--- config.mk ---
export PLATFORM = sky130hd
export DESIGN_NAME = wlzss_ctrl
export DESIGN_NICKNAME = d
export VERILOG_FILES = /design/src/rtl/wlzss_pkg.sv /design/src/rtl/wlzss_ctrl.sv
export SDC_FILE = /design/constraint.sdc
export NUM_CORES = 1
export LEC_CHECK = 0
export ABC_CLOCK_PERIOD_IN_PS = 5800
export BUFFER_PORTS_ARGS = -buffer_cell sky130_fd_sc_hd__buf_2
export CAP_MARGIN = 20
export CORE_UTILIZATION = 45
export DETAILED_ROUTE_END_ITERATION = 7
export PLACE_DENSITY_LB_ADDON = 0.1
export SLEW_MARGIN = 20
export SYNTH_ARGS = -nofsm -noshare
export SYNTH_HDL_FRONTEND = slang
export SYNTH_SLANG_ARGS = --single-unit
--- constraint.sdc ---
create_clock -name clk -period 5.8 [get_ports clk]
set_input_delay 1.74 -clock clk [delete_from_list [all_inputs] [get_ports clk]]
set_output_delay 1.74 -clock clk [all_outputs]
set_load 0.05 [all_outputs]
--- src/rtl/wlzss_pkg.sv ---
// ----------------------------------------------------------------------------
// wlzss_pkg
// shared types and constants of the word lzss stream decoder
// ----------------------------------------------------------------------------
`default_nettype none

package wlzss_pkg;

    localparam int WORD_W       = 16;
    localparam int WINDOW_DEPTH = 2048;
    localparam int PTR_W        = $clog2(WINDOW_DEPTH);
    localparam int CNT_W        = WORD_W - PTR_W;
    localparam int LEFT_W       = 5;
    localparam logic [LEFT_W-1:0] GROUP_ITEMS = LEFT_W'(16);

    // item kinds
    localparam logic OP_DATA = 1'b0;
    localparam logic OP_TICK = 1'b1;

    // what one accepted item turns into for the result stage
    typedef struct packed {
        logic              emit;          // result carries a decoded word
        logic              from_mem;      // word comes from the history ring
        logic              hist_ok;       // ring entry has been written before
        logic [WORD_W-1:0] lit_word;      // literal word, zero otherwise
        logic [PTR_W-1:0]  raddr;         // ring read index for a copy
        logic [PTR_W-1:0]  waddr;         // ring write index for the word
        logic              copy_pending;
        logic              finished;
        logic              err;
    } step_t;

endpackage

`default_nettype wire

--- src/rtl/wlzss_ctrl.sv ---
// ----------------------------------------------------------------------------
// wlzss_ctrl
// stream parser: flag groups, tokens, copy length and ring pointer
// ----------------------------------------------------------------------------
`default_nettype none

module wlzss_ctrl
    import wlzss_pkg::*;
(
    input  wire logic              clk,
    input  wire logic              rst_n,
    input  wire logic              accept,
    input  wire logic              op,
    input  wire logic [WORD_W-1:0] in_word,
    output step_t                  step
);

    logic [PTR_W-1:0]  wp_reg,    wp_next;
    logic              wrap_reg,  wrap_next;
    logic [WORD_W-1:0] flag_reg,  flag_next;
    logic [LEFT_W-1:0] left_reg,  left_next;
    logic              await_reg, await_next;
    logic [PTR_W-1:0]  dist_reg,  dist_next;
    logic [WORD_W-1:0] rem_reg,   rem_next;
    logic              done_reg,  done_next;

    logic [CNT_W-1:0]  tok_count;
    logic [PTR_W-1:0]  rd_idx;

    assign tok_count = in_word[WORD_W-1:PTR_W];
    assign rd_idx    = wp_reg - dist_reg;

    always_comb
    begin
        wp_next    = wp_reg;
        wrap_next  = wrap_reg;
        flag_next  = flag_reg;
        left_next  = left_reg;
        await_next = await_reg;
        dist_next  = dist_reg;
        rem_next   = rem_reg;
        done_next  = done_reg;

        step          = '0;
        step.raddr    = rd_idx;
        step.waddr    = wp_reg;
        // fill tracking: entries are written in pointer order from zero
        step.hist_ok  = wrap_reg || (rd_idx < wp_reg);

        if (done_reg)
        begin
            // after the end marker nothing changes
        end
        else if (op == OP_TICK)
        begin
            if (rem_reg != '0)
            begin
                step.emit     = 1'b1;
                step.from_mem = 1'b1;
                rem_next      = rem_reg - WORD_W'(1);
                wp_next       = wp_reg + PTR_W'(1);
            end
        end
        else if (rem_reg != '0)
        begin
            step.err = 1'b1;
        end
        else if (await_reg)
        begin
            await_next = 1'b0;
            if (in_word == '0 && dist_reg == '0)
            begin
                done_next = 1'b1;
            end
            else
            begin
                rem_next = in_word;
            end
        end
        else if (left_reg == '0)
        begin
            flag_next = in_word;
            left_next = GROUP_ITEMS;
        end
        else
        begin
            flag_next = {flag_reg[WORD_W-2:0], 1'b0};
            left_next = left_reg - LEFT_W'(1);
            if (!flag_reg[WORD_W-1])
            begin
                step.emit     = 1'b1;
                step.lit_word = in_word;
                wp_next       = wp_reg + PTR_W'(1);
            end
            else
            begin
                dist_next = in_word[PTR_W-1:0];
                if (tok_count == '0)
                begin
                    await_next = 1'b1;
                end
                else
                begin
                    rem_next = {{PTR_W{1'b0}}, tok_count};
                end
            end
        end

        if (step.emit && (wp_reg == '1))
        begin
            wrap_next = 1'b1;
        end

        step.copy_pending = (rem_next != '0);
        step.finished     = done_next;
    end

    always_ff @(posedge clk or negedge rst_n)
    begin
        if (!rst_n)
        begin
            wp_reg    <= '0;
            wrap_reg  <= 1'b0;
            flag_reg  <= '0;
            left_reg  <= '0;
            await_reg <= 1'b0;
            dist_reg  <= '0;
            rem_reg   <= '0;
            done_reg  <= 1'b0;
        end
        else if (accept)
        begin
            wp_reg    <= wp_next;
            wrap_reg  <= wrap_next;
            flag_reg  <= flag_next;
            left_reg  <= left_next;
            await_reg <= await_next;
            dist_reg  <= dist_next;
            rem_reg   <= rem_next;
            done_reg  <= done_next;
        end
    end

endmodule

`default_nettype wire

==> results of run 1 <==
==> layer usage <==
layer  up-vias  track usage
li1       1968            -
met1      1937        0.341
met2       125        0.428
met3        35       0.0476
met4         0       0.0970
met5         -            0
==> power by group through the flow <==
stage               Combinational [µW]  Sequential, µW  Clock [µW]
floorplan                          440             640           0
global placement                   647             598           0
detailed placement                 653             598           0
CTS                                658             589         432
global route                       717             603         451
finish                             656             591         427
==> final cells by class <==
type	instances	share of cell area
Timing Repair Buffer	73	0.0758
Inverter	38	0.0277
Sequential cell	62	0.301
Clock buffer	10	0.0267
Multi-Input combinational cell	387	0.523
Tap cell	129	0.0313
Clock inverter	4	0.0141
==> Yosys cell counts, types with 11 or more instances <==
cell type / count
dfrtp_1: 62
nand2_1: 55
o21ai_0: 39
inv_1: 38
nor2_1: 34
ha_1: 25
a21oi_1: 20
and2_1: 17
xnor2_1: 17
nor4_1: 16
clkbuf_1: 15
nor3_1: 15
mux2i_1: 14
nand4_1: 14
a211oi_1: 11
mux2_2: 11
==> logic make-up after synthesis <==
logic type	Yosys count	synth area share
compound gates	118	0.174
xor+xnor	22	0.0432
fa+ha+maj	26	0.0746
buf+inv	62	0.0603
flops	62	0.348
mux	25	0.0592
simple gates	196	0.241
==> through the flow <==
step	hold slack, ns	std cells
after floorplan	0.428	511
after global placement	0.440	689
after detailed placement	0.447	689
after CTS	0.462	703
after global routing	0.492	703
final	0.461	703
==> worst max-delay path by stage <==
stage / end / slack [ns]
global route: step[2] / 0.02
floorplan: step[41] / 0.07
CTS: step[2] / 0.29
detailed placement: step[2] / 0.30
global placement: step[2] / 0.36
finish: step[2] / 0.23
==> results.py, run 1 <==
metrics = {
    "status": {
        "status": "completed",
    },
    "synth": {
        "syn_avg_cell_area_um2": 8.73,
        "synth_edf_count": 0,
        "synth-async-reset-ratio": 1.00,
        "ys_types": 69,
        "synth.top_cell.area_share": 0.348,
        "yosys_warnings": 0,
        "synth.cell_area_mm2": 0.00446,
        "ys_top_cells_by_area": "dfrtp_1 (35%), ha_1 (7.0%), nand2_1 (4.6%)",
        "synthCells": 511,
        "ys_ff_latch": 62,
        "syn-num-nets": 557,
        "synth_top_area_cell": "dfrtp_1",
        "ys_seq_area_frac": 0.348,
        "ys.flop_type": "dfrtp_1",
    },
    "drt": {
        "wire_per_inst_um": 17.6,
        "wl_um": 12400,
        "top_layer": "met4",
        "antenna_left": 0,
        "vias": 4065,
        "drc": 0,
        "wl_met2_um": 5770,
        "vias_per_cell": 5.78,
        "firstDrtPassIters": 5,
        "drt_iter0_markers": 272,
        "drt-met1-wl_um": 5610,
        "wl_met3_um": 641,
    },
    "worst_setup_path": {
        "reg2reg_slack_ns": 2.70,
        "path_delay_family": "simple AND/OR/NAND/NOR gates",
        "startpoint": "op",
        "cp_max_fo": 4,
        "cpMaxStageDelayCell": "a211oi_1",
        "reg2reg_to": "rem_reg[0]$_DFFE_PN0P_",
        "reg2regPathDepth": 9,
        "cp_num_cells": 10,
        "setup.worst_path.class": "in -> out",
        "cpPeakStageDelay_ns": 0.38,
        "endpoint_kind": "primary output",
        "critical_path_buf_inv_count": 3,
        "crit_arrival_ns": 3.83,
        "required_ns": 4.06,
        "r2r_start": "rem_reg[0]$_DFFE_PN0P_",
        "start_kind": "primary input",
        "crit_chain": "buf_2 > nor4b_1 > buf_4 > nand4_1 > o21a_1 > a211oi_1 > nand4_1 > nor3_1 > nand4_1 > buf_2",
        "crit_top_cell": "nand4_1",
    },
    "floorplan": {
        "io_pins": 64,
        "start_util": 0.474,
        "die_w_um": 102,
        "rows": 35,
        "dieArea_mm2": 0.0103,
        "coreArea_mm2": 0.00942,
        "chipHeight_um": 102,
    },
    "pwr": {
        "leakagePower_uw": 0.00240,
        "power.total_uw": 1670,
        "max-vdd-ir-drop_mv": 0.297,
        "p_int_uw": 965,
        "clkPwrFrac": 0.255,
        "swShare": 0.423,
        "pwr-share-seq": 0.353,
        "p_sw_uw": 709,
        "power_frac_comb": 0.392,
        "p_per_area_mw_per_mm2": 325,
    },
    "final_layout": {
        "final_common_cell": "buf_2",
        "final_area_mm2": 0.00515,
        "multiInputGateArea_mm2": 0.00269,
        "nFillCells": 909,
        "drive_above_1_share": 0.218,
        "ff_latch_area_mm2": 0.00155,
        "final_nets": 617,
        "antenna_cells": 0,
        "final_cell_mix": "buf_2 (63), dfrtp_1 (62), nand2_1 (55), o21ai_0 (39), inv_1 (38)",
        "final_util": 0.547,
        "area_growth_pct": 15.5,
    },
    "sta": {
        "max_freq_mhz": 179,
        "slew_headroom": 0.461,
        "hold_violations": 0,
        "timing.final.ws_setup_ns": 0.228,
        "min_period_ns": 5.57,
        "finalSetupViolations": 0,
        "rsz0062_at_grt": "no",
        "post-route-period-util": 0.961,
        "finalSetupTns_ns": 0,
        "fin_skew_ns": 0.0187,
        "drv_slew": 0,
        "tightestPinTransition_ns": 0.808,
    },
    "hold_path": {
        "worstHoldStart": "wrap_reg$_DFFE_PN0P_",
        "hold_path.class": "reg -> reg",
        "holdPathEnd": "wrap_reg$_DFFE_PN0P_",
        "hold-path-cell-count": 1,
    },
    "clock_tree": {
        "cts_buffers": 9,
        "clkLatencyLatePin_ns": 0.35,
        "clockBufferDepth": 2,
        "cts_tree": "built",
        "clkSlewWorstSetupHoldPaths_ns": 0.07,
        "postCtsHoldBufs": 0,
        "ctsResizeCount": 0,
        "numClockSinks": 62,
        "postCtsSetupRepairBufs": 0,
        "cts_max_level": 3,
        "clock-root-buffer": "clkbuf_8",
    },
    "global_route": {
        "grt_pass1_wl_um": 20400,
        "grt_overflow": 0,
        "antenna_found_initial": 0,
        "grt_max_degree": 63,
        "grt_pass1_vias": 3933,
        "gr-usage-all-layers": 0.260,
    },
    "placement": {
        "gp_congestion": 0.928,
        "io_buffers": 63,
        "dp_hpwl_um": 9080,
        "postPlaceCellArea_mm2": 0.00494,
        "pre_cts_slack_ns": 0.302,
    },
    "job": {
        "cap_viol_max_count": 0,
    },
}
(Power assumes the default switching activity.)
==> run 2, diff against run 1 <==
Settings changed: ABC_AREA from default to 1.
==> results.py, run 2 <==
metrics = {
    "synth": {
        "ys.flop_type": "dfrtp_1",
        "ys_ff_latch": 62,
        "ys_seq_area_frac": 0.324,
        "ys_types": 41,
        "ys_top_cells_by_area": "dfrtp_1 (32%), nand2_1 (16%), inv_1 (7.4%)",
        "synth.top_cell.area_share": 0.324,
        "yosysMostFrequentCell": "nand2_1",
        "synth_edf_count": 0,
        "syn-num-nets": 756,
        "synthTopCellsByCount": "nand2_1 (200), inv_1 (95), nor2_1 (83), dfrtp_1 (62), o21ai_0 (41)",
        "synth_top_area_cell": "dfrtp_1",
        "synthCells": 710,
        "synth-async-reset-ratio": 1.00,
        "syn_avg_cell_area_um2": 6.75,
        "synth.cell_area_mm2": 0.00479,
        "yosys_warnings": 0,
    },
    "worst_setup_path": {
        "setup.worst_path.class": "in -> out",
        "reg2reg_to": "dist_reg[9]$_DFFE_PN0P_",
        "reg2reg_slack_ns": 2.87,
        "crit_arrival_ns": 3.85,
        "r2r_start": "done_reg$_DFFE_PN0P_",
        "start_kind": "primary input",
        "reg2regPathDepth": 7,
        "endpoint_kind": "primary output",
        "required_ns": 4.06,
        "cp_max_fo": 9,
    },
    "sta": {
        "drv_slew": 0,
        "finalSetupViolations": 0,
        "tightestPinTransition_ns": 0.896,
        "min_period_ns": 5.59,
        "timing.final.ws_setup_ns": 0.210,
        "finalSetupTns_ns": 0,
        "slew_headroom": 0.403,
        "fin_skew_ns": 0.0206,
        "post-route-period-util": 0.964,
        "hold_violations": 0,
        "max_freq_mhz": 179,
        "rsz0062_at_grt": "no",
    },
    "clock_tree": {
        "postCtsSetupRepairBufs": 0,
        "cts_max_level": 3,
        "numClockSinks": 62,
        "ctsResizeCount": 0,
        "clkLatencyLatePin_ns": 0.36,
        "postCtsHoldBufs": 0,
        "clock-root-buffer": "clkbuf_8",
        "cts_buffers": 9,
        "cts_tree": "built",
        "clkSlewWorstSetupHoldPaths_ns": 0.08,
        "clockBufferDepth": 2,
    },
    "final_layout": {
        "nFillCells": 1042,
        "final_nets": 817,
        "area_growth_pct": 13.0,
        "final_common_cell": "nand2_1",
        "drive_above_1_share": 0.146,
        "antenna_cells": 0,
        "final_cell_mix": "nand2_1 (200), inv_1 (95), nor2_1 (83), buf_2 (63), dfrtp_1 (62)",
    },
    "drt": {
        "vias": 4794,
        "wire_per_inst_um": 15.9,
        "antenna_left": 0,
        "drc": 0,
        "wl_um": 14500,
        "vias_per_cell": 5.26,
        "firstDrtPassIters": 5,
        "drt_iter0_markers": 382,
    },
    "floorplan": {
        "die_w_um": 105,
        "coreArea_mm2": 0.0103,
        "chipHeight_um": 105,
        "start_util": 0.464,
        "dieArea_mm2": 0.0111,
        "io_pins": 64,
        "rows": 37,
    },
    "hold_path": {
        "worstHoldStart": "wrap_reg$_DFFE_PN0P_",
        "holdPathEnd": "wrap_reg$_DFFE_PN0P_",
        "hold_path.class": "reg -> reg",
        "hold-path-cell-count": 2,
    },
    "placement": {
        "dp_hpwl_um": 11100,
        "pre_cts_slack_ns": 0.256,
        "io_buffers": 63,
        "gp_congestion": 0.925,
    },
    "pwr": {
        "leakagePower_uw": 0.00282,
        "max-vdd-ir-drop_mv": 0.117,
        "p_per_area_mw_per_mm2": 186,
    },
    "global_route": {
        "grt_pass1_vias": 4624,
        "antenna_found_initial": 0,
        "grt_pass1_wl_um": 23800,
        "grt_overflow": 0,
        "grt_max_degree": 39,
        "gr-usage-all-layers": 0.278,
    },
    "status": {
        "status": "completed",
    },
    "job": {
        "cap_viol_max_count": 0,
    },
}
## run 2: report_power, final
| group | switching [µW] | internal (µW) |
|---|---|---|
| logic | 152 | 57.3 |
| registers | 9.80 | 437 |
| clock network | 196 | 156 |
| total | 358 | 649 |
## run 2: cell type report
cell class	instances	area, µm²	area share
Tap cell	136	170	0.0314
Clock inverter	7	47.5	0.00879
Multi-Input combinational cell	530	2780	0.514
Clock buffer	9	124	0.0229
Sequential cell	62	1550	0.287
Timing Repair Buffer	70	368	0.0680
Inverter	98	369	0.0682
## run 2: critical path, stage by stage
cell     delay [ns]
buf_2          0.11
nor2_1         0.12
nand2_1        0.07
nor2_1         0.49
nand3_2        0.30
nand3_1        0.21
nand2_1        0.07
nand2_1        0.05
nand2_1        0.09
a21oi_1        0.16
nand2_1        0.06
nor2_1         0.08
nand2_1        0.08
buf_2          0.22
## run 2: through the flow
step	hold WS, ns	power [µW]	instances	utilization	cell area [µm²]
after floorplan	0.432	587	710	-	4800
after global placement	0.448	662	896	0.508	5240
after detailed placement	0.453	662	896	0.508	5240
after CTS	0.472	1010	912	0.524	5410
after global routing	0.525	1060	912	0.524	5410
final	0.467	1010	912	0.524	5410
## run 2: worst max-delay path by stage
stage / start / endpoint / slack (ns) / depth (start not counted)
2_1_floorplan: wp_reg[0]$_DFFE_PN0P_ / step[41] / 0.24 / 13
3_3_place_gp: in_word[6] / step[2] / 0.28 / 14
3_5_place_dp: in_word[6] / step[2] / 0.26 / 14
4_1_cts: in_word[6] / step[2] / 0.25 / 14
5_1_grt: in_word[2] / step[2] / 0.003 / 14
6_report: in_word[6] / step[2] / 0.21 / 14
## run 2: cells by family (layout without fill, tap and decap cells)
group,Yosys count,after routing,synth area share
DFF,62,62,0.324
buffers and inverters,118,184,0.0971
and+or+nand+nor,387,387,0.360
adders and majority gates,26,26,0.0695
xor gates and xnor gates,22,22,0.0402
AOI/OAI and AO/OA,95,95,0.109
## run 2: per-layer routing
metal | vias to the layer above | wire length (µm) | GRT usage
met5 | - | 0 | 0
met4 | 0 | 302 | 0.0795
met3 | 21 | 676 | 0.0449
met2 | 135 | 6970 | 0.475
met1 | 2225 | 6510 | 0.361
li1 | 2413 | - | -
==> run 3, diff against run 2 <==
Settings changed: RECOVER_POWER from default to 50.
==> results.py, run 3 (synthesized netlist as in run 2, its figures left out) <==
metrics = {
    "status": {
        "status": "complete, but fails checks",
        "violations": "capacitance limit, slew limit",
    },
    "floorplan": {
        "io_pins": 64,
        "rows": 37,
        "chipHeight_um": 105,
        "die_w_um": 105,
        "start_util": 0.464,
        "dieArea_mm2": 0.0111,
        "coreArea_mm2": 0.0103,
    },
    "final_layout": {
        "drive_above_1_share": 0.122,
        "area_growth_pct": 12.1,
        "antenna_cells": 0,
        "final_common_cell": "nand2_1",
        "final_nets": 817,
        "fin_cells": 912,
        "nFillCells": 1054,
        "final_area_mm2": 0.00537,
        "final_cell_mix": "nand2_1 (201), inv_1 (95), nor2_1 (83), dfrtp_1 (62), buf_2 (49)",
    },
    "clock_tree": {
        "numClockSinks": 62,
        "postCtsSetupRepairBufs": 0,
        "postCtsHoldBufs": 0,
        "clockBufferDepth": 2,
        "clock-root-buffer": "clkbuf_8",
        "clkSlewWorstSetupHoldPaths_ns": 0.08,
        "cts_buffers": 9,
        "clkLatencyLatePin_ns": 0.36,
        "cts_max_level": 3,
        "cts_tree": "built",
    },
    "drt": {
        "vias": 4853,
        "antenna_left": 0,
        "wl_um": 14500,
        "firstDrtPassIters": 5,
        "drt_iter0_markers": 364,
        "wire_per_inst_um": 15.9,
        "vias_per_cell": 5.32,
        "drc": 0,
    },
    "sta": {
        "tightestPinTransition_ns": 2.18,
        "finalSetupTns_ns": 0,
        "timing.final.ws_setup_ns": 0.186,
        "rsz0062_at_grt": "no",
        "max_freq_mhz": 178,
        "fin_skew_ns": 0.0220,
        "drv_slew": 64,
        "post-route-period-util": 0.968,
        "min_period_ns": 5.61,
        "hold_violations": 0,
        "finalSetupViolations": 0,
        "slew_headroom": -0.451,
    },
    "global_route": {
        "gr-usage-all-layers": 0.278,
        "grt_pass1_vias": 4624,
        "antenna_found_initial": 0,
        "grt_pass1_wl_um": 23800,
        "grt_overflow": 0,
        "grt_max_degree": 39,
    },
    "job": {
        "cap_viol_max_count": 3,
    },
    "worst_setup_path": {
        "cp_max_fo": 9,
        "start_kind": "primary input",
        "setup.worst_path.class": "in -> out",
        "endpoint_kind": "primary output",
        "crit_arrival_ns": 3.87,
        "required_ns": 4.06,
    },
    "hold_path": {
        "hold_path.class": "reg -> reg",
    },
    "pwr": {
        "p_per_area_mw_per_mm2": 188,
        "max-vdd-ir-drop_mv": 0.117,
        "leakagePower_uw": 0.00277,
    },
    "placement": {
        "dp.cells": 896,
        "postPlaceCellArea_mm2": 0.00524,
        "io_buffers": 63,
        "gp_congestion": 0.925,
        "pre_cts_slack_ns": 0.256,
        "dp_hpwl_um": 11100,
    },
}
[run 3: cell types whose count changed in the layout (fill, tap and decap cells not counted)]
cell,change
nand2_2,-1
nor3_4,-1
nor3_1,+1
buf_2,-14
nand2_1,+1
clkbuf_1,+16
buf_4,-2
[run 3: what timing repair did]
action,4_1_cts,5_1_grt
gates resized for setup,0,1
endpoints found under the hold margin,0,0
endpoints found under the setup margin,0,1
[run 3: path summary, 6_finish.rpt]
check	cells past startpoint	from	slack (ns)	to
min in group asynchronous	1	rst_n	2.01	flag_reg[6]$_DFFE_PN0P_
worst max-delay path	14	in_word[6]	0.19	step[2]
worst min register to register	2	wrap_reg$_DFFE_PN0P_	0.47	wrap_reg$_DFFE_PN0P_
worst max register to register	7	done_reg$_DFFE_PN0P_	2.46	wp_reg[10]$_DFFE_PN0P_
max in group asynchronous	2	rst_n	1.50	rem_reg[9]$_DFFE_PN0P_
worst min-delay path	2	wrap_reg$_DFFE_PN0P_	0.47	wrap_reg$_DFFE_PN0P_
[run 3: area by class of cell]
cell class | instances | area (µm²) | area share
repair buffers | 70 | 343 | 0.0638
inverters | 98 | 369 | 0.0687
flip-flops and latches | 62 | 1550 | 0.289
well taps | 136 | 170 | 0.0317
clock inverters | 7 | 47.5 | 0.00885
clock buffers | 9 | 124 | 0.0231
multi-input cells | 530 | 2770 | 0.515
[run 3: where the power goes]
group          internal (µW)  total [µW]  switching, µW
combinational           56.3         208            152
clock                    156         353            197
sequential               437         447           9.90
total                    649        1010            359
[run 3: critical path, stage by stage]
cell and delay [ns]:
buf_2 0.11, nor2_1 0.12, nand2_1 0.06, nor2_1 0.50, nand3_2 0.31, nand3_1 0.21
nand2_1 0.07, nand2_1 0.05, nand2_1 0.09, a21oi_1 0.16, nand2_1 0.06, nor2_1 0.08
nand2_1 0.08, buf_2 0.22
[run 3: metrics by stage]
| step | hold slack [ns] | power (µW) | utilization |
|---|---|---|---|
| 2_1_floorplan | 0.432 | 587 | - |
| 3_3_place_gp | 0.448 | 662 | 0.508 |
| 3_5_place_dp | 0.453 | 662 | 0.508 |
| 4_1_cts | 0.472 | 1010 | 0.524 |
| 5_1_grt | 0.525 | 1060 | 0.520 |
| 6_report | 0.467 | 1010 | 0.520 |
[run 3: routing by layer]
| metal | vias up | wire length (µm) | global-route usage |
|---|---|---|---|
| met5 | - | 0 | 0 |
| met4 | 0 | 309 | 0.0795 |
| met3 | 23 | 656 | 0.0449 |
| met2 | 154 | 6990 | 0.475 |
| met1 | 2262 | 6570 | 0.361 |
| li1 | 2414 | - | - |
